`src/sv/cpbp_pkg.sv`:
```
// ----------------------------------------------------------------------------
// Cascaded pool byte generator package
// Shared types, constants and remix functions for the cascaded pool byte
// random generator.
// ----------------------------------------------------------------------------
package cpbp_pkg;

	localparam int POOL_DEPTH = 256;
	localparam int IDX_W = $clog2(POOL_DEPTH);
	localparam int BYTE_W = 8;

	localparam logic [BYTE_W-1:0] MIX_XOR = 8'h1B;
	localparam logic [BYTE_W-1:0] MIX_ADD = 8'd13;
	localparam int MIX_SHL = 3;
	localparam int MIX_SHR = 5;
	localparam int MUL_SHIFT = 5;

	localparam logic [IDX_W-1:0] IDX_LAST = IDX_W'(POOL_DEPTH - 1);

	typedef enum logic {
		REQ_SEED = 1'b0,
		REQ_GEN  = 1'b1
	} req_t;

	typedef enum logic [1:0] {
		SEL_FIRST  = 2'd0,
		SEL_SECOND = 2'd1,
		SEL_THIRD  = 2'd2
	} sel_t;

	typedef struct packed {
		logic              gen;
		logic [BYTE_W-1:0] entropy;
		logic [IDX_W-1:0]  addr1;
		logic [IDX_W-1:0]  addr2;
		logic [IDX_W-1:0]  addr3;
		sel_t              sel;
		logic              wrap1;
		logic              wrap2;
	} cmd_t;

	function automatic logic [BYTE_W-1:0] mix_first(input logic [BYTE_W-1:0] v,
			input logic [BYTE_W-1:0] fb);
		logic [BYTE_W-1:0] x;
		x = v ^ fb;
		x = x ^ (x << MIX_SHL);
		x = x ^ (x >> MIX_SHR);
		return x ^ MIX_XOR;
	endfunction

	// Multiply by 31 as a shift and a subtract, then add 13, modulo 256.
	function automatic logic [BYTE_W-1:0] mix_second(input logic [BYTE_W-1:0] v,
			input logic [BYTE_W-1:0] fb);
		logic [BYTE_W-1:0] x;
		x = v ^ fb;
		return (x << MUL_SHIFT) - x + MIX_ADD;
	endfunction

	function automatic logic [BYTE_W-1:0] mix_third(input logic [BYTE_W-1:0] v,
			input logic [BYTE_W-1:0] fb, input logic [2:0] s);
		logic [BYTE_W-1:0]   t;
		logic [2*BYTE_W-1:0] d;
		t = v ^ fb;
		d = {t, t} << s;
		return ~d[2*BYTE_W-1:BYTE_W];
	endfunction

endpackage

```
`src/sv/cpbp_front.sv`:
```
// ----------------------------------------------------------------------------
// Cascaded pool byte generator front end
// Accepts items, keeps the seed position and the three pool indices, and
// turns each item into a command with its pool addresses and cascade flags.
// ----------------------------------------------------------------------------
module cpbp_front (
	input  logic                     clk,
	input  logic                     arst_n,
	input  logic                     in_valid,
	output logic                     in_ready,
	input  logic                     req_type,
	input  logic [cpbp_pkg::BYTE_W-1:0] entropy,
	output logic                     push_valid,
	input  logic                     push_ready,
	output cpbp_pkg::cmd_t           push_cmd
);

	logic [cpbp_pkg::IDX_W-1:0] idx1_q;
	logic [cpbp_pkg::IDX_W-1:0] idx2_q;
	logic [cpbp_pkg::IDX_W-1:0] idx3_q;
	logic [cpbp_pkg::IDX_W-1:0] seed_pos_q;
	cpbp_pkg::sel_t             seed_sel_q;
	logic                       accept;
	logic                       is_gen;
	logic                       wrap1;
	logic                       wrap2;

	assign in_ready   = push_ready;
	assign push_valid = in_valid;
	assign accept     = in_valid && push_ready;
	assign is_gen     = (cpbp_pkg::req_t'(req_type) == cpbp_pkg::REQ_GEN);
	assign wrap1      = (idx1_q == cpbp_pkg::IDX_LAST);
	assign wrap2      = wrap1 && (idx2_q == cpbp_pkg::IDX_LAST);

	always_comb begin
		push_cmd.gen     = is_gen;
		push_cmd.entropy = entropy;
		push_cmd.sel     = seed_sel_q;
		push_cmd.wrap1   = wrap1;
		push_cmd.wrap2   = wrap2;
		if (is_gen) begin
			push_cmd.addr1 = idx1_q;
			push_cmd.addr2 = idx2_q;
			push_cmd.addr3 = idx3_q;
		end else begin
			push_cmd.addr1 = seed_pos_q;
			push_cmd.addr2 = seed_pos_q;
			push_cmd.addr3 = seed_pos_q;
		end
	end

	always_ff @(posedge clk or negedge arst_n) begin
		if (!arst_n) begin
			idx1_q     <= '0;
			idx2_q     <= '0;
			idx3_q     <= '0;
			seed_pos_q <= '0;
			seed_sel_q <= cpbp_pkg::SEL_FIRST;
		end else if (accept) begin
			if (is_gen) begin
				idx1_q <= idx1_q + 1'b1;
				if (wrap1) begin
					idx2_q <= idx2_q + 1'b1;
				end
				if (wrap2) begin
					idx3_q <= idx3_q + 1'b1;
				end
			end else begin
				unique case (seed_sel_q)
					cpbp_pkg::SEL_FIRST:  seed_sel_q <= cpbp_pkg::SEL_SECOND;
					cpbp_pkg::SEL_SECOND: seed_sel_q <= cpbp_pkg::SEL_THIRD;
					default: begin
						seed_sel_q <= cpbp_pkg::SEL_FIRST;
						seed_pos_q <= seed_pos_q + 1'b1;
					end
				endcase
			end
		end
	end

endmodule

```
`config.mk`:
```
export PLATFORM = sky130hd
export DESIGN_NAME = cpbp_front
export DESIGN_NICKNAME = d
export VERILOG_FILES = /design/src/sv/cpbp_pkg.sv /design/src/sv/cpbp_front.sv
export SDC_FILE = /design/constraint.sdc
export NUM_CORES = 1
export LEC_CHECK = 0
export BUFFER_PORTS_ARGS = -buffer_cell sky130_fd_sc_hd__buf_4
export CORE_UTILIZATION = 50
export CTS_CLUSTER_SIZE = 24
export DETAILED_ROUTE_END_ITERATION = 8
export GPL_TIMING_DRIVEN = 0
export PLACE_DENSITY = 0.77
export SLEW_MARGIN = 20
export SYNTH_ARGS = -nofsm -noshare
export SYNTH_HDL_FRONTEND = slang
export SYNTH_SLANG_ARGS = --single-unit
```
`constraint.sdc`:
```
create_clock -name clk -period 4.8 [get_ports clk]
set_input_delay 0.48 -clock clk [delete_from_list [all_inputs] [get_ports clk]]
set_output_delay 0.48 -clock clk [all_outputs]
set_load 0.05 [all_outputs]
```
Word-level counts from Yosys, hierarchy flattened --
Index checks and enable logic that the tools add are counted.
Word-level totals: bits in registers 34, input bits 13
Cells by class: bitwise gates (word level) 2, reduce and logical (&&, ||, !) cells 9, equal/unequal tests 3, multiplexer cells 2, $add $sub $neg 4
Operators with widths (count):
- $add 8x1->8 const B | 4
- $mux 24 | 1
- $eq 8x8->1 const B | 2
- $reduce_and 3->1 | 3
- $pmux 2 s2 | 1
- $reduce_and 2->1 | 2
- $eq 2x1->1 const B | 1
- $logic_and 1x1->1 | 2
- $logic_not 2->1 | 1
- $not 1->1 | 2
- $reduce_or 2->1 | 1

Longest topological paths before layout --
depth in word-level cells 4, mapped depth 5, depth with buffers taken out 5

Worst setup path before layout --
No wires, ideal clock.
path type input to output, start point in req_type, end point out push_cmd[10] (netlist name), slack 2737 ps, data arrival time 1583 ps, required time 4320 ps, stages on the path 5, path through buf_2 > clkbuf_1 > clkbuf_1 > nand2_1 > nand2_1
RTL lines:
- start, declared | line cpbp_front.sv:11 | input logic req_type,
- end, declared | line cpbp_front.sv:15 | output cpbp_pkg::cmd_t push_cmd

==> flow_summary.yaml <==
outcome:
  status: "finished clean"
global_route:
  grt_max_degree: 35
  met1_usage_pct: 30.6
  grt_pass1_vias: 1479
  antenna_found_initial: 0
  use_met3_pct: 3.93
  busiest_layer: "met2"
  globalRouteOverflowTotal: 0
  use_met2_pct: 38.2
  globalRouteTotalUtil_pct: 22.8
  grt_pass1_wl_um: 7130
logic_synthesis:
  synth_top_family_by_area: "simple AND/OR/NAND/NOR gates"
  ys_seq_area_share_pct: 44.1
  synth_area_leader_cell: "dfrtp_1"
  ys_top_cells_by_count: "69 x nand2_1, 34 x dfrtp_1, 22 x xnor2_1"
  synth_edf_count: 0
  ys_warn_count: 0
  avgSynthCellArea_sq_um: 9.31
  syn-cell-area_sq_um: 1930
  synth_compound_area_share_pct: 0.519
  synth_xor_area_share_pct: 12.7
  synth.most_common_cell: "nand2_1"
  async_flop_share_pct: 100
  synthFlopType: "dfrtp_1"
  ys_ff_latch: 34
  synth_top_area_share_pct: 44.1
  syn_nets: 224
  synth_cell_types: 27
  synth_area_leaders: "dfrtp_1 44%, nand2_1 13%, xnor2_1 10%"
  synthAdderAreaFrac_pct: 2.60
  synth-simple-area-share_pct: 31.3
  synth_mux_area_share_pct: 2.53
  synthCells: 207
critical_path:
  critical_path_class: "input pin to output port"
  worstPathRequired_ps: 4320
  cp_cell_sequence: "buf_4, buf_2, clkbuf_1, clkbuf_1, nand2_1, nand2_1, buf_4"
  crit_arrival_ps: 1990
  crit_buf_inv: 5
  end_kind: "output port"
  crit_slowest_cell: "clkbuf_1"
  slowest_delay_ps: 410
  worst_path_dominant_cell_family: "buffers and inverters"
  cp_max_fo: 10
  worst_setup_path_start_kind: "input pin"
routing:
  wl_per_cell_um: 13.6
  drc: 0
  ant_nets: 0
  firstDrtPassIters: 4
  vias_per_cell: 5.26
  detail_route.wirelength_um: 4130
  vias: 1599
  drtIter0Drc: 87
clocking:
  post_cts_buffers: 0
  h-tree-depth: 2
  cts_sinks: 34
  cts.path.max_buffers: 2
  cts-hold-fix-buffers: 0
  worstSkewPairLatency_ps: 280
  cts_tree: "built"
  clockRootBuffer: "clkbuf_8"
  clk_pin_slew_worst_paths_ps: 60
  cts-buffers-inserted: 5
  post_cts_resized: 0
floorplanning:
  io_pins: 52
  num_rows: 22
  fp.dieH_um: 64.1
  die_area_sq_um: 4110
  core_area_sq_um: 3690
  start_util_pct: 52.3
  die_x_um: 64.1
pwr:
  leakagePower_nw: 1.29
  peakVddDrop_uv: 297
  p_per_area_nw_per_um2: 368
timing:
  whs_ps: 140
  maxSlewHeadroom_pct: 70.6
  rsz0062_at_grt: "false"
  period_share_pct: 51.4
  skew_ps: 4.00
  worst_slew_pin_slew_ps: 441
  max_freq_mhz: 405
  fin_tns_setup_ps: 0
  finalHoldViolCount: 0
  period_minus_slack_ps: 2470
  setup_viol: 0
  final_max_slew_viol_count: 0
job:
  maxCapViolCount: 0
layout:
  fin_nets: 274
  syn2layout_area_growth_pct: 24.1
  drive_above_1_share_pct: 29.7
  diodes: 0
  instances_no_fill: 304
placement:
  place.gp.congestion: 0.813
  hpwl_um: 3050
  io_buffers: 43
  dpl.cell_count: 298
worst_hold_path:
  hold_class: "input pin to asynchronous set/reset pin"
==> power by group <==
part | internal (mW) | switching, mW
Combinational | 0.0984 | 0.205
Clock | 0.110 | 0.0932
Sequential | 0.324 | 0.0509
Total | 0.533 | 0.349
==> area by class of cell <==
class | instances | area (sq um)
Clock buffer | 6 | 82.6
Multi-Input combinational cell | 155 | 958
Timing Repair Buffer | 43 | 323
Buffer | 18 | 119
Tap cell | 48 | 60.1
Fill cell | 334 | 1290
Sequential cell | 34 | 851
==> placed cells by master, fill, tap and decap left out, drive strengths merged, types with 2 or more instances in the layout <==
cell type,n
and3,4
buf,57
clkbuf,10
dfrtp,34
ha,4
mux2,4
nand2,69
nand2b,8
nand3,9
nand4,10
nor2,7
nor3,4
nor4,4
o21ai,2
xnor2,22
xor2,6
==> worst paths after layout <==
check                          start             to  slack (ps)  cells after the start
min in group clk           idx3_q[7]      idx3_q[7]         470                      1
max in group asynchronous     arst_n      idx2_q[6]        4350                      1
hold reg to reg            idx3_q[7]      idx3_q[7]         470                      1
setup reg to reg           idx1_q[0]      idx3_q[1]        2980                      5
setup / recovery            req_type   push_cmd[21]        2330                      7
hold / removal                arst_n  seed_sel_q[1]         140                      1
==> registers in the layout, indices dropped and copies added, names as in the netlist <==
name        count
idx1_q          8
idx2_q          8
idx3_q          8
seed_pos_q      8
seed_sel_q      2
==> through the flow <==
step                      util, %  power (mW)  setup slack [ps]  instance area [sq um]
final                        64.9       0.882              2330                   2390
after global routing         64.9       0.931              2140                   2390
after CTS                    64.9       0.889              2300                   2390
after detailed placement     62.7       0.685              2330                   2310
after global placement       62.7       0.677              2330                   2310
after floorplan                 -       0.586              2740                   1930
==> routing by layer <==
layer | up-vias | share of wire, %
li1 | 769 | -
met1 | 782 | 45
met2 | 46 | 49
met3 | 2 | 5.4
met4 | 0 | 0.24
met5 | - | 0
==> kinds of logic (layout without fill, tap and decap cells) <==
group / after synthesis / after routing
compound gates: 2 / 2
flops: 34 / 34
xor+xnor: 28 / 28
mux: 4 / 4
simple gates: 117 / 117
fa+ha+maj: 4 / 4
buf+inv: 18 / 67
==> worst reg2reg max path, stage by stage (launching register included) <==
cell     delay [ps]
dfrtp_1         440
ha_1            210
nand3_2         210
nor2_1          360
nand2_1         170
mux2_4          320
Note: power is estimated with default switching activity, not from simulation.
