===== src/sv/cpbp_pkg.sv =====
// ----------------------------------------------------------------------------
// Cascaded pool byte generator package
// Shared types, constants and remix functions for the cascaded pool byte
// random generator.
// ----------------------------------------------------------------------------
package cpbp_pkg;

	localparam int POOL_DEPTH = 256;
	localparam int IDX_W = $clog2(POOL_DEPTH);
	localparam int BYTE_W = 8;

	localparam logic [BYTE_W-1:0] MIX_XOR = 8'h1B;
	localparam logic [BYTE_W-1:0] MIX_ADD = 8'd13;
	localparam int MIX_SHL = 3;
	localparam int MIX_SHR = 5;
	localparam int MUL_SHIFT = 5;

	localparam logic [IDX_W-1:0] IDX_LAST = IDX_W'(POOL_DEPTH - 1);

	typedef enum logic {
		REQ_SEED = 1'b0,
		REQ_GEN  = 1'b1
	} req_t;

	typedef enum logic [1:0] {
		SEL_FIRST  = 2'd0,
		SEL_SECOND = 2'd1,
		SEL_THIRD  = 2'd2
	} sel_t;

	typedef struct packed {
		logic              gen;
		logic [BYTE_W-1:0] entropy;
		logic [IDX_W-1:0]  addr1;
		logic [IDX_W-1:0]  addr2;
		logic [IDX_W-1:0]  addr3;
		sel_t              sel;
		logic              wrap1;
		logic              wrap2;
	} cmd_t;

	function automatic logic [BYTE_W-1:0] mix_first(input logic [BYTE_W-1:0] v,
			input logic [BYTE_W-1:0] fb);
		logic [BYTE_W-1:0] x;
		x = v ^ fb;
		x = x ^ (x << MIX_SHL);
		x = x ^ (x >> MIX_SHR);
		return x ^ MIX_XOR;
	endfunction

	// Multiply by 31 as a shift and a subtract, then add 13, modulo 256.
	function automatic logic [BYTE_W-1:0] mix_second(input logic [BYTE_W-1:0] v,
			input logic [BYTE_W-1:0] fb);
		logic [BYTE_W-1:0] x;
		x = v ^ fb;
		return (x << MUL_SHIFT) - x + MIX_ADD;
	endfunction

	function automatic logic [BYTE_W-1:0] mix_third(input logic [BYTE_W-1:0] v,
			input logic [BYTE_W-1:0] fb, input logic [2:0] s);
		logic [BYTE_W-1:0]   t;
		logic [2*BYTE_W-1:0] d;
		t = v ^ fb;
		d = {t, t} << s;
		return ~d[2*BYTE_W-1:BYTE_W];
	endfunction

endpackage


===== src/sv/cpbp_queue.sv =====
// ----------------------------------------------------------------------------
// Cascaded pool byte generator command queue
// Two-entry queue between the front end and the pool engine, with push and
// pop in the same cycle.
// ----------------------------------------------------------------------------
module cpbp_queue (
	input  logic           clk,
	input  logic           arst_n,
	input  logic           push_valid,
	output logic           push_ready,
	input  cpbp_pkg::cmd_t push_cmd,
	output logic           pop_valid,
	input  logic           pop_ready,
	output cpbp_pkg::cmd_t pop_cmd
);

	cpbp_pkg::cmd_t entry_q [2];
	logic [1:0]     count_q;
	logic           wr_ptr_q;
	logic           rd_ptr_q;
	logic           push;
	logic           pop;

	assign push_ready = (count_q != 2'd2);
	assign pop_valid  = (count_q != 2'd0);
	assign push       = push_valid && push_ready;
	assign pop        = pop_valid && pop_ready;
	assign pop_cmd    = entry_q[rd_ptr_q];

	always_ff @(posedge clk) begin
		if (push) begin
			entry_q[wr_ptr_q] <= push_cmd;
		end
	end

	always_ff @(posedge clk or negedge arst_n) begin
		if (!arst_n) begin
			count_q  <= '0;
			wr_ptr_q <= 1'b0;
			rd_ptr_q <= 1'b0;
		end else begin
			if (push) begin
				wr_ptr_q <= ~wr_ptr_q;
			end
			if (pop) begin
				rd_ptr_q <= ~rd_ptr_q;
			end
			if (push && !pop) begin
				count_q <= count_q + 2'd1;
			end else if (pop && !push) begin
				count_q <= count_q - 2'd1;
			end
		end
	end

endmodule


===== config.mk =====
export PLATFORM = sky130hd
export DESIGN_NAME = cpbp_queue
export DESIGN_NICKNAME = d
export VERILOG_FILES = /design/src/sv/cpbp_pkg.sv /design/src/sv/cpbp_queue.sv
export SDC_FILE = /design/constraint.sdc
export NUM_CORES = 1
export LEC_CHECK = 0
export ABC_AREA = 1
export ABC_CLOCK_PERIOD_IN_PS = 7400
export BUFFER_PORTS_ARGS = -buffer_cell sky130_fd_sc_hd__buf_2
export CELL_PAD_IN_SITES_DETAIL_PLACEMENT = 2
export CELL_PAD_IN_SITES_GLOBAL_PLACEMENT = 2
export CORE_MARGIN = 4
export CORE_UTILIZATION = 33
export CTS_BUF_LIST = sky130_fd_sc_hd__clkbuf_2
export CTS_CLUSTER_DIAMETER = 30
export DETAILED_ROUTE_END_ITERATION = 8
export PLACE_DENSITY_LB_ADDON = 0.1
export RECOVER_POWER = 25
export SETUP_SLACK_MARGIN = 0.4
export SKIP_LAST_GASP = 1
export SLEW_MARGIN = 20
export SYNTH_ARGS = -nofsm -noshare
export SYNTH_HDL_FRONTEND = slang
export SYNTH_SLANG_ARGS = --single-unit

===== constraint.sdc =====
create_clock -name clk -period 7.4 [get_ports clk]
set_clock_uncertainty 0.2 [all_clocks]
set_input_delay 0.74 -clock clk [delete_from_list [all_inputs] [get_ports clk]]
set_output_delay 0.74 -clock clk [all_outputs]
set_load 0.01 [all_outputs]

======== Yosys cells after proc, flatten, opt, wreduce, memory -nomap -nowiden ========
Memories as Yosys holds them, arrays and structs flattened.
Cells that the tools add are included.
storage, ports and cells
  latch bits .............................. 0
  input bits .............................. 41
  memories kept ........................... 1
  bits in writable memories ............... 74
  bits in read-only memories .............. 0
  output and inout bits ................... 39
  bits in registers ....................... 4
  word-level logic and storage cells ...... 21
memories
  memory   depth  width  rd ports  clocked after memory_dff  wr ports  line              text
  entry_q  2      37     1         0                         1         cpbp_queue.sv:17  cpbp_pkg::cmd_t entry_q [2];
operators by class
  equal/unequal tests ..................... 1
  bitwise gates (word level) .............. 2
  add/subtract/negate cells ............... 2
  reductions and logical operators ........ 8
  divide/modulo/power cells ............... 0
  $lt $le $gt $ge ......................... 0
  shift-type cells ........................ 0
  multiply operators ...................... 0
  multiplexer cells ....................... 4
operator list
  kind                 count
  $logic_and 1x1->1    4
  $mux 2               2
  $reduce_bool 2->1    2
  $add 2x1->2 const B  1
  $logic_not 1->1      2
  $mux 1               2
  $ne 2x2->1 const B   1
  $not 1->1            2
  $sub 2x1->2 const B  1

======== Longest topological paths before layout ========
Gate-level depths: netlist of the first run.
  depth in word-level cells ............... 6
  mapped depth ............................ 10
  mapped depth without buffers ............ 10

======== Worst setup path before layout of the first run ========
Ideal clock, no wire load.
  path type ............................... input-to-reg
  start ................................... in push_valid
  end ..................................... mem entry_q[0][0] in the netlist's numbering, enable pin
  buffers on the path ..................... 0
  cell stages on the path ................. 2
  data required time ...................... 6769 ps
  slack ................................... 4357 ps
  data arrival time ....................... 2411 ps
  library setup time ...................... 431 ps
  cells stage by stage .................... nand2_1 -> nor2_1
between the ends
  word-level cells in the longest chain between the ends .. 3
ends and longest elaborated chain
  element                       line              text
  start: declaration            cpbp_queue.sv:9   input logic push_valid,
  $logic_and 1x1->1             cpbp_queue.sv:26  assign push = push_valid && push_ready;
  $mux 1                        cpbp_queue.sv:31  if (push) begin
  $mux 1 (implied by the code)  cpbp_queue.sv:32  entry_q[wr_ptr_q] <= push_cmd;
  end: declaration              cpbp_queue.sv:17
Every way passes these cells.

==> results.py, run 1 <==
metrics = {
    "placed_design": {
        "buffer_ports.inserted": 79,
        "placed_cells": 402,
        "gp_congestion": 0.683,
        "place_ws_ns": 4.87,
        "hpwlAfterDp_um": 4280,
    },
    "global_routing": {
        "grt_pass1_wl_um": 9820,
        "overflow": 0,
        "grt_pass1_vias": 2045,
        "antenna_found_initial": 0,
        "grt_max_degree": 39,
        "grt.total_usage_pct": 12.8,
    },
    "floorplanning": {
        "io_pins": 80,
        "die_area_um2": 10400,
        "num_rows": 34,
        "fp.coreArea_um2": 8680,
        "die_x_um": 102,
        "start_util_pct": 33.7,
        "die_h_um": 102,
    },
    "cts": {
        "cts-htree-levels": 3,
        "numCtsBuffers": 9,
        "cts_resized": 0,
        "clk_latency_ns": 0.48,
        "clock_path_buffers": 2,
        "postCtsSetupRepairBufs": 0,
        "clock_sinks": 78,
        "cts_tree": "built",
        "cts_root_buf": "clkbuf_2",
        "clk_pin_slew_ns": 0.22,
    },
    "sta": {
        "rsz0062_at_grt": "no",
        "finalHoldViolCount": 0,
        "fmax_mhz": 363,
        "max_slew_margin_pct": 54.2,
        "worst_pin_slew_ns": 0.687,
        "tns_ns": 0,
        "min_period_over_period_pct": 37.2,
        "fin_ws_ns": 4.65,
        "min_period_ns": 2.75,
        "slew_violations": 0,
        "setup_viol": 0,
    },
    "detailed_routing": {
        "route.detailed.wl_per_inst_um": 15.2,
        "drc": 0,
        "wirelength_um": 6400,
        "drtIter0Drc": 72,
        "vias_per_cell": 4.49,
        "num_vias": 1890,
        "ant_nets": 0,
        "firstDrtPassIters": 4,
    },
    "setup_path": {
        "start_kind": "flop",
        "end_kind": "output pin",
        "crit_arrival_ns": 1.81,
        "critPathKind": "reg -> out",
        "cp_max_fo": 38,
        "crit_required_ns": 6.46,
    },
    "synthesis": {
        "yosysMostFrequentCell": "nand2_1",
        "synth_top_cell_by_area": "edfxtp_1",
        "avgSynthCellArea_um2": 13.2,
        "ys.flop_type": "edfxtp_1",
        "syn-num-nets": 264,
        "synth_edf_count": 74,
        "synth_area_um2": 2930,
        "yosysTopAreaCellShare_pct": 75.9,
        "synthTopCellsByCount": "121 x nand2_1, 74 x edfxtp_1, 6 x inv_1",
        "synthArstFlopShare_pct": 5.13,
        "synth.area.top_cells": "edfxtp_1 76%, nand2_1 16%, dfrtp_1 3.4%, buf_6 1.5%, inv_1 0.77%",
        "ys_seq_elements": 78,
        "syn_inst": 222,
        "ys_types": 14,
        "yosysSeqAreaShare_pct": 79.4,
        "ys.warnings.count": 0,
    },
    "power": {
        "p_per_area_nw_per_um2": 370,
        "total_leakage_power_nw": 1.50,
        "total_power_w": 0.00130,
        "p_sw_share_pct": 38.0,
        "p_int_w": 0.000809,
        "vdd_drop_max_v": 0.000196,
        "seqPwrFrac_pct": 48.4,
        "pwr-share-clk_pct": 14.4,
        "switching_power_w": 0.000495,
        "power_frac_comb_pct": 37.2,
    },
    "finish": {
        "fillers": 946,
        "drive_above_1_share_pct": 26.5,
        "final_util_pct": 40.6,
        "nets": 350,
        "stdcell_count": 421,
        "diodes": 0,
        "area_growth_pct": 20.5,
    },
    "min_path": {
        "worstHoldPathType": "in -> reg",
    },
    "run_status": {
        "status": "finished, final reports clean",
    },
    "job": {
        "drv_cap": 0,
    },
}
[layout make-up]
type	instances	area (um^2)	share of cell area, %
Sequential cell	78	2320	65.8
Multi-Input combinational cell	129	523	14.8
Timing Repair Buffer	83	432	12.2
Clock buffer	10	50.0	1.42
Tap cell	108	135	3.83
Clock inverter	6	38.8	1.10
Inverter	7	26.3	0.745
[metrics by stage]
step / hold slack [ns] / instance area, um^2
2_1_floorplan: 0.244 / 2930
5_1_grt: 0.119 / 3530
4_1_cts: 0.157 / 3510
6_report: 0.216 / 3530
3_3_place_gp: 0.283 / 3410
3_5_place_dp: 0.299 / 3410
[flip-flops by register name, indices dropped and copies added (netlist names)]
signal and cells:
entry_q 74, rd_ptr_q 1, wr_ptr_q 1, count_q 2
[power by group through the flow]
stage	logic [W]	registers (W)	clock network (W)
after floorplan	0.000305	0.000640	0
after global placement	0.000479	0.000641	0
after detailed placement	0.000489	0.000647	0
after CTS	0.000491	0.000636	0.000199
after global routing	0.000551	0.000641	0.000221
final	0.000485	0.000632	0.000187
[cell families (layout without fill, tap and decap cells)]
family / count (synthesis) / after routing / share of synthesized area (%)
XOR/XNOR: 2 / 2 / 0.599
adder cells (fa/ha/maj): 1 / 1 / 0.427
AND/OR/NAND/NOR: 126 / 126 / 16.3
buffers and inverters: 15 / 106 / 3.29
flip-flops: 78 / 78 / 79.4
[layer usage]
layer / global-route usage [%] / vias to the layer above / routed length (um)
met2: 23.7 / 52 / 3490
met4: 5.45 / 0 / 78
met5: 0 / - / 0
met3: 3.07 / 10 / 334
li1: - / 913 / -
met1: 13.9 / 915 / 2500
[worst max-delay path, stage by stage (launching register included)]
cell and delay, ns:
dfrtp_1 0.44, inv_2 0.51, nand2_1 0.11, nand2_1 0.12
buf_2 0.14
[worst paths after layout]
path                        startpoint        endpoint  slack (ns)  depth (start not counted)
max in group asynchronous       arst_n        rd_ptr_q        6.54                          2
max reg2reg                 count_q[0]  entry_q[0][18]        5.46                          5
max                           rd_ptr_q      pop_cmd[9]        4.65                          4
min reg2reg                 count_q[0]      count_q[0]        0.32                          1
min                        push_cmd[2]   entry_q[0][2]        0.22                          1
min in group asynchronous       arst_n      count_q[1]        0.34                          2
[cells in the final DEF, fill, tap and decap left out, drive strengths merged]
cell and count:
buf 65, clkbuf 27, clkinv 5, clkinvlp 1
dfrtp 4, dlygate4sd3 1, edfxtp 74, ha 1
inv 7, nand2 121, nand3 2, nand4 1
nor2 2, xnor2 1, xor2 1
[repair_timing]
item,4_1_cts,5_1_grt
hold endpoints to repair,4,0
setup endpoints to repair,0,0
hold buffers,1,0
(Power assumes the default switching activity.)
==> run 2: changes to the inputs <==
--- a/config.mk
+++ b/config.mk
@@ -5,8 +5,8 @@
 export SDC_FILE = /design/constraint.sdc
 export NUM_CORES = 1
 export LEC_CHECK = 0
-export ABC_AREA = 1
-export ABC_CLOCK_PERIOD_IN_PS = 7400
+export ABC_AREA = 0
+export ABC_CLOCK_PERIOD_IN_PS = 2530
 export BUFFER_PORTS_ARGS = -buffer_cell sky130_fd_sc_hd__buf_2
 export CELL_PAD_IN_SITES_DETAIL_PLACEMENT = 2
 export CELL_PAD_IN_SITES_GLOBAL_PLACEMENT = 2
==> constraint.sdc (replaced) <==
create_clock -name clk -period 2.53 [get_ports clk]
set_clock_uncertainty 0.2 [all_clocks]
set_input_delay 0.253 -clock clk [delete_from_list [all_inputs] [get_ports clk]]
set_output_delay 0.253 -clock clk [all_outputs]
set_load 0.01 [all_outputs]
==> results.py, run 2 <==
metrics = {
    "global_routing": {
        "antenna_found_initial": 0,
        "overflow": 0,
        "grt.total_usage_pct": 12.7,
        "grt_max_degree": 24,
        "grt_pass1_wl_um": 9690,
        "grt_pass1_vias": 1915,
    },
    "floorplanning": {
        "die_x_um": 102,
        "die_area_um2": 10500,
        "fp.coreArea_um2": 8720,
        "die_h_um": 102,
        "num_rows": 34,
        "start_util_pct": 33.8,
        "io_pins": 80,
    },
    "detailed_routing": {
        "ant_nets": 0,
        "firstDrtPassIters": 2,
        "vias_per_cell": 4.39,
        "route.detailed.wl_per_inst_um": 16.2,
        "drtIter0Drc": 38,
        "wirelength_um": 6140,
        "drc": 0,
        "num_vias": 1660,
    },
    "power": {
        "p_per_area_nw_per_um2": 996,
        "vdd_drop_max_v": 0.000475,
        "total_power_w": 0.00400,
        "seqPwrFrac_pct": 46.6,
        "pwr-share-clk_pct": 16.5,
        "p_int_w": 0.00275,
        "p_sw_share_pct": 31.3,
        "power_frac_comb_pct": 36.9,
        "total_leakage_power_nw": 1.53,
        "switching_power_w": 0.00125,
    },
    "synthesis": {
        "synth_area_um2": 2950,
        "ys_seq_elements": 78,
        "synthTopCellsByCount": "74 x edfxtp_1, 20 x mux2_4, 17 x mux2_2",
        "synth.area.top_cells": "edfxtp_1 75%, mux2_4 10%, mux2_2 6.5%, dfrtp_1 3.4%, buf_6 1.1%",
        "synth_top_cell_by_area": "edfxtp_1",
        "synth_edf_count": 74,
        "ys.flop_type": "edfxtp_1",
        "ys_types": 15,
        "syn-num-nets": 175,
        "yosysTopAreaCellShare_pct": 75.4,
        "avgSynthCellArea_um2": 22.2,
        "synthArstFlopShare_pct": 5.13,
        "yosysSeqAreaShare_pct": 78.8,
        "yosysMostFrequentCell": "edfxtp_1",
        "syn_inst": 133,
        "ys.warnings.count": 0,
    },
    "setup_path": {
        "start_kind": "flop",
        "end_kind": "output pin",
        "crit_required_ns": 2.08,
        "critPathKind": "reg -> out",
        "r2r-start": "count_q[0]",
        "crit_arrival_ns": 1.64,
        "cp_max_fo": 15,
        "cp-startpoint": "rd_ptr_q",
    },
    "finish": {
        "fillers": 825,
        "final_cell_mix": "74 x edfxtp_1, 57 x buf_2, 41 x dlygate4sd3_1",
        "final_util_pct": 46.0,
        "regMostFlops": "entry_q",
        "stdcell_count": 378,
        "nets": 307,
        "area_growth_pct": 36.2,
        "drive_above_1_share_pct": 43.3,
        "mostFrequentLayoutCell": "edfxtp_1",
        "largestRegisters": "entry_q x74, count_q x2",
        "largest_register_ff_count": 74,
        "diodes": 0,
    },
    "min_path": {
        "hold_start": "push_cmd[26]",
        "worstHoldPathType": "in -> reg",
    },
    "sta": {
        "worst_pin_slew_ns": 0.417,
        "rsz0062_at_grt": "yes",
        "tns_ns": 0,
        "whs_ns": 0.273,
        "finalHoldViolCount": 0,
        "max_slew_margin_pct": 72.2,
        "min_period_ns": 2.09,
        "min_period_over_period_pct": 82.6,
        "setup_viol": 0,
        "fmax_mhz": 479,
        "slew_violations": 0,
    },
    "cts": {
        "numCtsBuffers": 9,
        "cts_root_buf": "clkbuf_2",
        "cts_tree": "built",
        "cts-htree-levels": 3,
        "clk_latency_ns": 0.48,
        "clock_sinks": 78,
        "clock_path_buffers": 2,
        "postCtsSetupRepairBufs": 0,
        "clk_pin_slew_ns": 0.22,
    },
    "placed_design": {
        "hpwlAfterDp_um": 4200,
        "buffer_ports.inserted": 79,
        "gp_congestion": 0.720,
        "placed_cells": 321,
    },
    "run_status": {
        "status": "finished, final reports clean",
    },
    "job": {
        "drv_cap": 0,
    },
}
-- run 2: changes by cell type in the layout (fill, tap and decap cells not counted), sizes merged, moves of 2 or more --
cell | before | now
clkinv | 5 | 2
inv | 7 | 3
nand2 | 121 | 2
mux2 | 0 | 37
clkbuf | 27 | 30
nand3 | 2 | 0
buf | 65 | 63
xnor2 | 1 | 3
dlygate4sd3 | 1 | 41
-- run 2: logic make-up after synthesis --
logic type | after synthesis | share of synthesized area, %
XOR/XNOR | 5 | 1.49
adder cells (fa/ha/maj) | 1 | 0.425
buffers and inverters | 5 | 1.44
flip-flops | 78 | 78.8
multiplexers | 37 | 16.7
AND/OR/NAND/NOR | 7 | 1.15
-- run 2: final cells by class --
cell class	instances	area (um^2)	area share [%]
clock buffers	9	45.0	1.12
clock inverters	7	71.3	1.78
inverters	1	3.75	0.0935
multi-input cells	50	591	14.7
flip-flops and latches	78	2320	57.9
well taps	108	135	3.37
repair buffers	125	845	21.0
-- run 2: what timing repair did --
action                                  in CTS  in global routing
gates resized for setup                      1                  0
endpoints found under the hold margin       81                  0
hold buffers                                41                  0
endpoints found under the setup margin      22                 29
-- run 2: metrics by stage --
stage	instance area, um^2	worst slack [ns]
6_report	4010	0.441
5_1_grt	4010	0.328
4_1_cts	4040	0.360
3_5_place_dp	3510	0.736
3_3_place_gp	3510	0.808
2_1_floorplan	2960	0.640
-- run 2: power by group through the flow --
stage	Sequential, W	Combinational [W]	Clock, W
after floorplan	0.00186	0.000961	0
after global placement	0.00187	0.00142	0
after detailed placement	0.00190	0.00147	0
after CTS	0.00187	0.00153	0.000700
after global routing	0.00189	0.00161	0.000759
final	0.00186	0.00148	0.000660
-- run 2: final timing paths --
kind / end / slack [ns] / cells past startpoint
max in group asynchronous: rd_ptr_q / 1.50 / 3
worst max-delay path: pop_cmd[27] / 0.44 / 3
worst min register to register: count_q[1] / 0.31 / 1
worst max register to register: entry_q[1][19] / 0.71 / 3
worst min-delay path: entry_q[1][26] / 0.27 / 2
min in group asynchronous: count_q[0] / 0.43 / 3
-- run 2: critical path, stage by stage (launching register included) --
cell,delay [ns]
dfrtp_2,0.44
buf_6,0.21
mux2_2,0.37
buf_2,0.14
-- run 2: per-layer routing --
layer | vias up | share of wire [%] | global-route usage (%)
met5 | - | 0 | 0
met4 | 0 | 1.2 | 5.15
met3 | 5 | 5.2 | 3.72
met2 | 46 | 55 | 22.6
met1 | 828 | 39 | 14.1
li1 | 781 | - | -
==> run 3: changes to the inputs <==
--- a/config.mk
+++ b/config.mk
@@ -6,7 +6,7 @@
 export NUM_CORES = 1
 export LEC_CHECK = 0
 export ABC_AREA = 0
-export ABC_CLOCK_PERIOD_IN_PS = 2530
+export ABC_CLOCK_PERIOD_IN_PS = 1700
 export BUFFER_PORTS_ARGS = -buffer_cell sky130_fd_sc_hd__buf_2
 export CELL_PAD_IN_SITES_DETAIL_PLACEMENT = 2
 export CELL_PAD_IN_SITES_GLOBAL_PLACEMENT = 2
==> constraint.sdc (replaced) <==
create_clock -name clk -period 1.7 [get_ports clk]
set_clock_uncertainty 0.2 [all_clocks]
set_input_delay 0.17 -clock clk [delete_from_list [all_inputs] [get_ports clk]]
set_output_delay 0.17 -clock clk [all_outputs]
set_load 0.01 [all_outputs]
==> results.py, run 3 (synthesized netlist as in run 2, its figures left out) <==
metrics = {
    "run_status": {
        "status": "complete, but fails checks",
        "violations": "hold timing, setup timing",
    },
    "detailed_routing": {
        "wl_met2_um": 4490,
        "wl_met3_um": 322,
        "wirelength_um": 8140,
        "drtIter0Drc": 36,
        "drc": 0,
        "highest_layer": "met4",
        "ant_nets": 0,
        "vias_per_cell": 4.52,
        "num_vias": 1836,
        "firstDrtPassIters": 4,
        "route.detailed.wl_per_inst_um": 20.1,
        "drt-met1-wl_um": 3200,
    },
    "global_routing": {
        "overflow": 0,
        "grt_max_degree": 23,
        "grt_pass1_wl_um": 12300,
        "grt_pass1_vias": 2124,
        "antenna_found_initial": 0,
        "grt.total_usage_pct": 16.3,
    },
    "sta": {
        "worst_pin_slew_ns": 0.242,
        "tns_ns": -12.23,
        "whs_ns": -0.0357,
        "min_period_over_period_pct": 121,
        "max_slew_margin_pct": 83.8,
        "rsz0062_at_grt": "yes",
        "fmax_mhz": 485,
        "min_period_ns": 2.06,
        "slew_violations": 0,
        "setup_viol": 63,
        "finalHoldViolCount": 2,
        "fin_ws_ns": -0.361,
    },
    "cts": {
        "clk_pin_slew_ns": 0.22,
        "clock_sinks": 78,
        "cts_tree": "built",
        "numCtsBuffers": 9,
        "cts_hold_buf": 40,
        "clk_latency_ns": 0.52,
        "clock_path_buffers": 2,
        "cts-htree-levels": 3,
        "cts_root_buf": "clkbuf_2",
    },
    "finish": {
        "regMostFlops": "entry_q",
        "ff_latch_area_um2": 2320,
        "mostFrequentLayoutCell": "edfxtp_1",
        "largestRegisters": "entry_q x74, count_q x2",
        "largest_register_ff_count": 74,
        "post-route-cell-area_um2": 4660,
        "multiInputGateArea_um2": 657,
        "area_growth_pct": 58.0,
        "stdcell_count": 406,
        "fillers": 777,
        "drive_above_1_share_pct": 55.0,
        "final_cell_mix": "74 x edfxtp_1, 63 x buf_2, 40 x dlygate4sd3_1",
        "nets": 335,
        "diodes": 0,
    },
    "placed_design": {
        "place_ws_ns": 0.0172,
        "hpwlAfterDp_um": 4490,
        "gp_congestion": 0.705,
        "placed_cells": 322,
        "buffer_ports.inserted": 79,
        "place_area_um2": 3580,
    },
    "power": {
        "p_sw_share_pct": 31.0,
        "vdd_drop_max_v": 0.000759,
        "switching_power_w": 0.00232,
        "total_leakage_power_nw": 1.84,
        "power_frac_comb_pct": 46.8,
        "pwr-share-clk_pct": 15.7,
        "seqPwrFrac_pct": 37.5,
        "p_per_area_nw_per_um2": 1610,
        "p_int_w": 0.00517,
    },
    "setup_path": {
        "crit_arrival_ns": 1.69,
        "cp_max_fo": 22,
        "crit_required_ns": 1.33,
        "reg2reg_slack_ns": -0.05,
        "start_kind": "flop",
        "end_kind": "output pin",
        "critPathKind": "reg -> out",
    },
    "floorplanning": {
        "die_h_um": 102,
        "die_area_um2": 10500,
        "start_util_pct": 33.8,
        "fp.coreArea_um2": 8720,
        "die_x_um": 102,
        "num_rows": 34,
        "io_pins": 80,
    },
    "min_path": {
        "worstHoldPathType": "in -> reg",
    },
    "job": {
        "drv_cap": 0,
    },
}
run 3: changes by cell type in the layout (fill, tap and decap cells not counted), moves of 2 or more:
cell      delta
buf_12       +7
buf_16       +9
buf_2        +6
buf_6       +11
clkbuf_1     -6
inv_6        -2
nand2_1      -2
nand2_4      +2
xnor2_1      -2
xnor2_2      +2
run 3: final timing paths:
kind                            start             to  cells after the start
min in group asynchronous      arst_n     count_q[0]                      3
hold / removal             push_valid     count_q[0]                      5
setup / recovery             rd_ptr_q    pop_cmd[36]                      3
hold reg to reg              wr_ptr_q       wr_ptr_q                      1
setup reg to reg           count_q[1]  entry_q[0][1]                      7
max in group asynchronous      arst_n       rd_ptr_q                      3
run 3: through the flow:
stage	util, %	power [W]
6_report	53.4	0.00749
5_1_grt	53.4	0.00789
4_1_cts	52.2	0.00727
3_5_place_dp	41.1	0.00519
3_3_place_gp	41.1	0.00505
2_1_floorplan	-	0.00426
run 3: cell type report:
class                      instances  share of cell area [%]
inverter                           1                   0.134
sequential                        78                    49.9
timing repair buffer             153                    30.0
clock inverter                     6                    1.85
multi-input combinational         50                    14.1
tap                              108                    2.90
clock buffer                      10                    1.07
run 3: what timing repair did:
item	in CTS	in global routing
setup endpoints to repair	115	117
buffers inserted	14	4
pin swaps	6	6
hold endpoints to repair	82	2
cloned	9	1
gates resized for setup	21	13
run 3: worst max-delay path, stage by stage (launching register included):
cell     delay, ns
dfrtp_2       0.46
buf_12        0.21
mux2_2        0.37
buf_2         0.14
run 3: power groups by stage:
stage	Sequential [W]	Clock [W]	Combinational (W)
3_3_place_gp	0.00280	0	0.00225
3_5_place_dp	0.00286	0	0.00233
6_report	0.00281	0.00118	0.00350
5_1_grt	0.00285	0.00131	0.00373
4_1_cts	0.00280	0.00118	0.00328
2_1_floorplan	0.00278	0	0.00148
run 3: per-layer routing:
| metal | up-vias | global-route usage (%) |
|---|---|---|
| met3 | 12 | 3.86 |
| met2 | 52 | 30.2 |
| met1 | 933 | 18.3 |
| li1 | 839 | - |
| met5 | - | 0 |
| met4 | 0 | 5.65 |
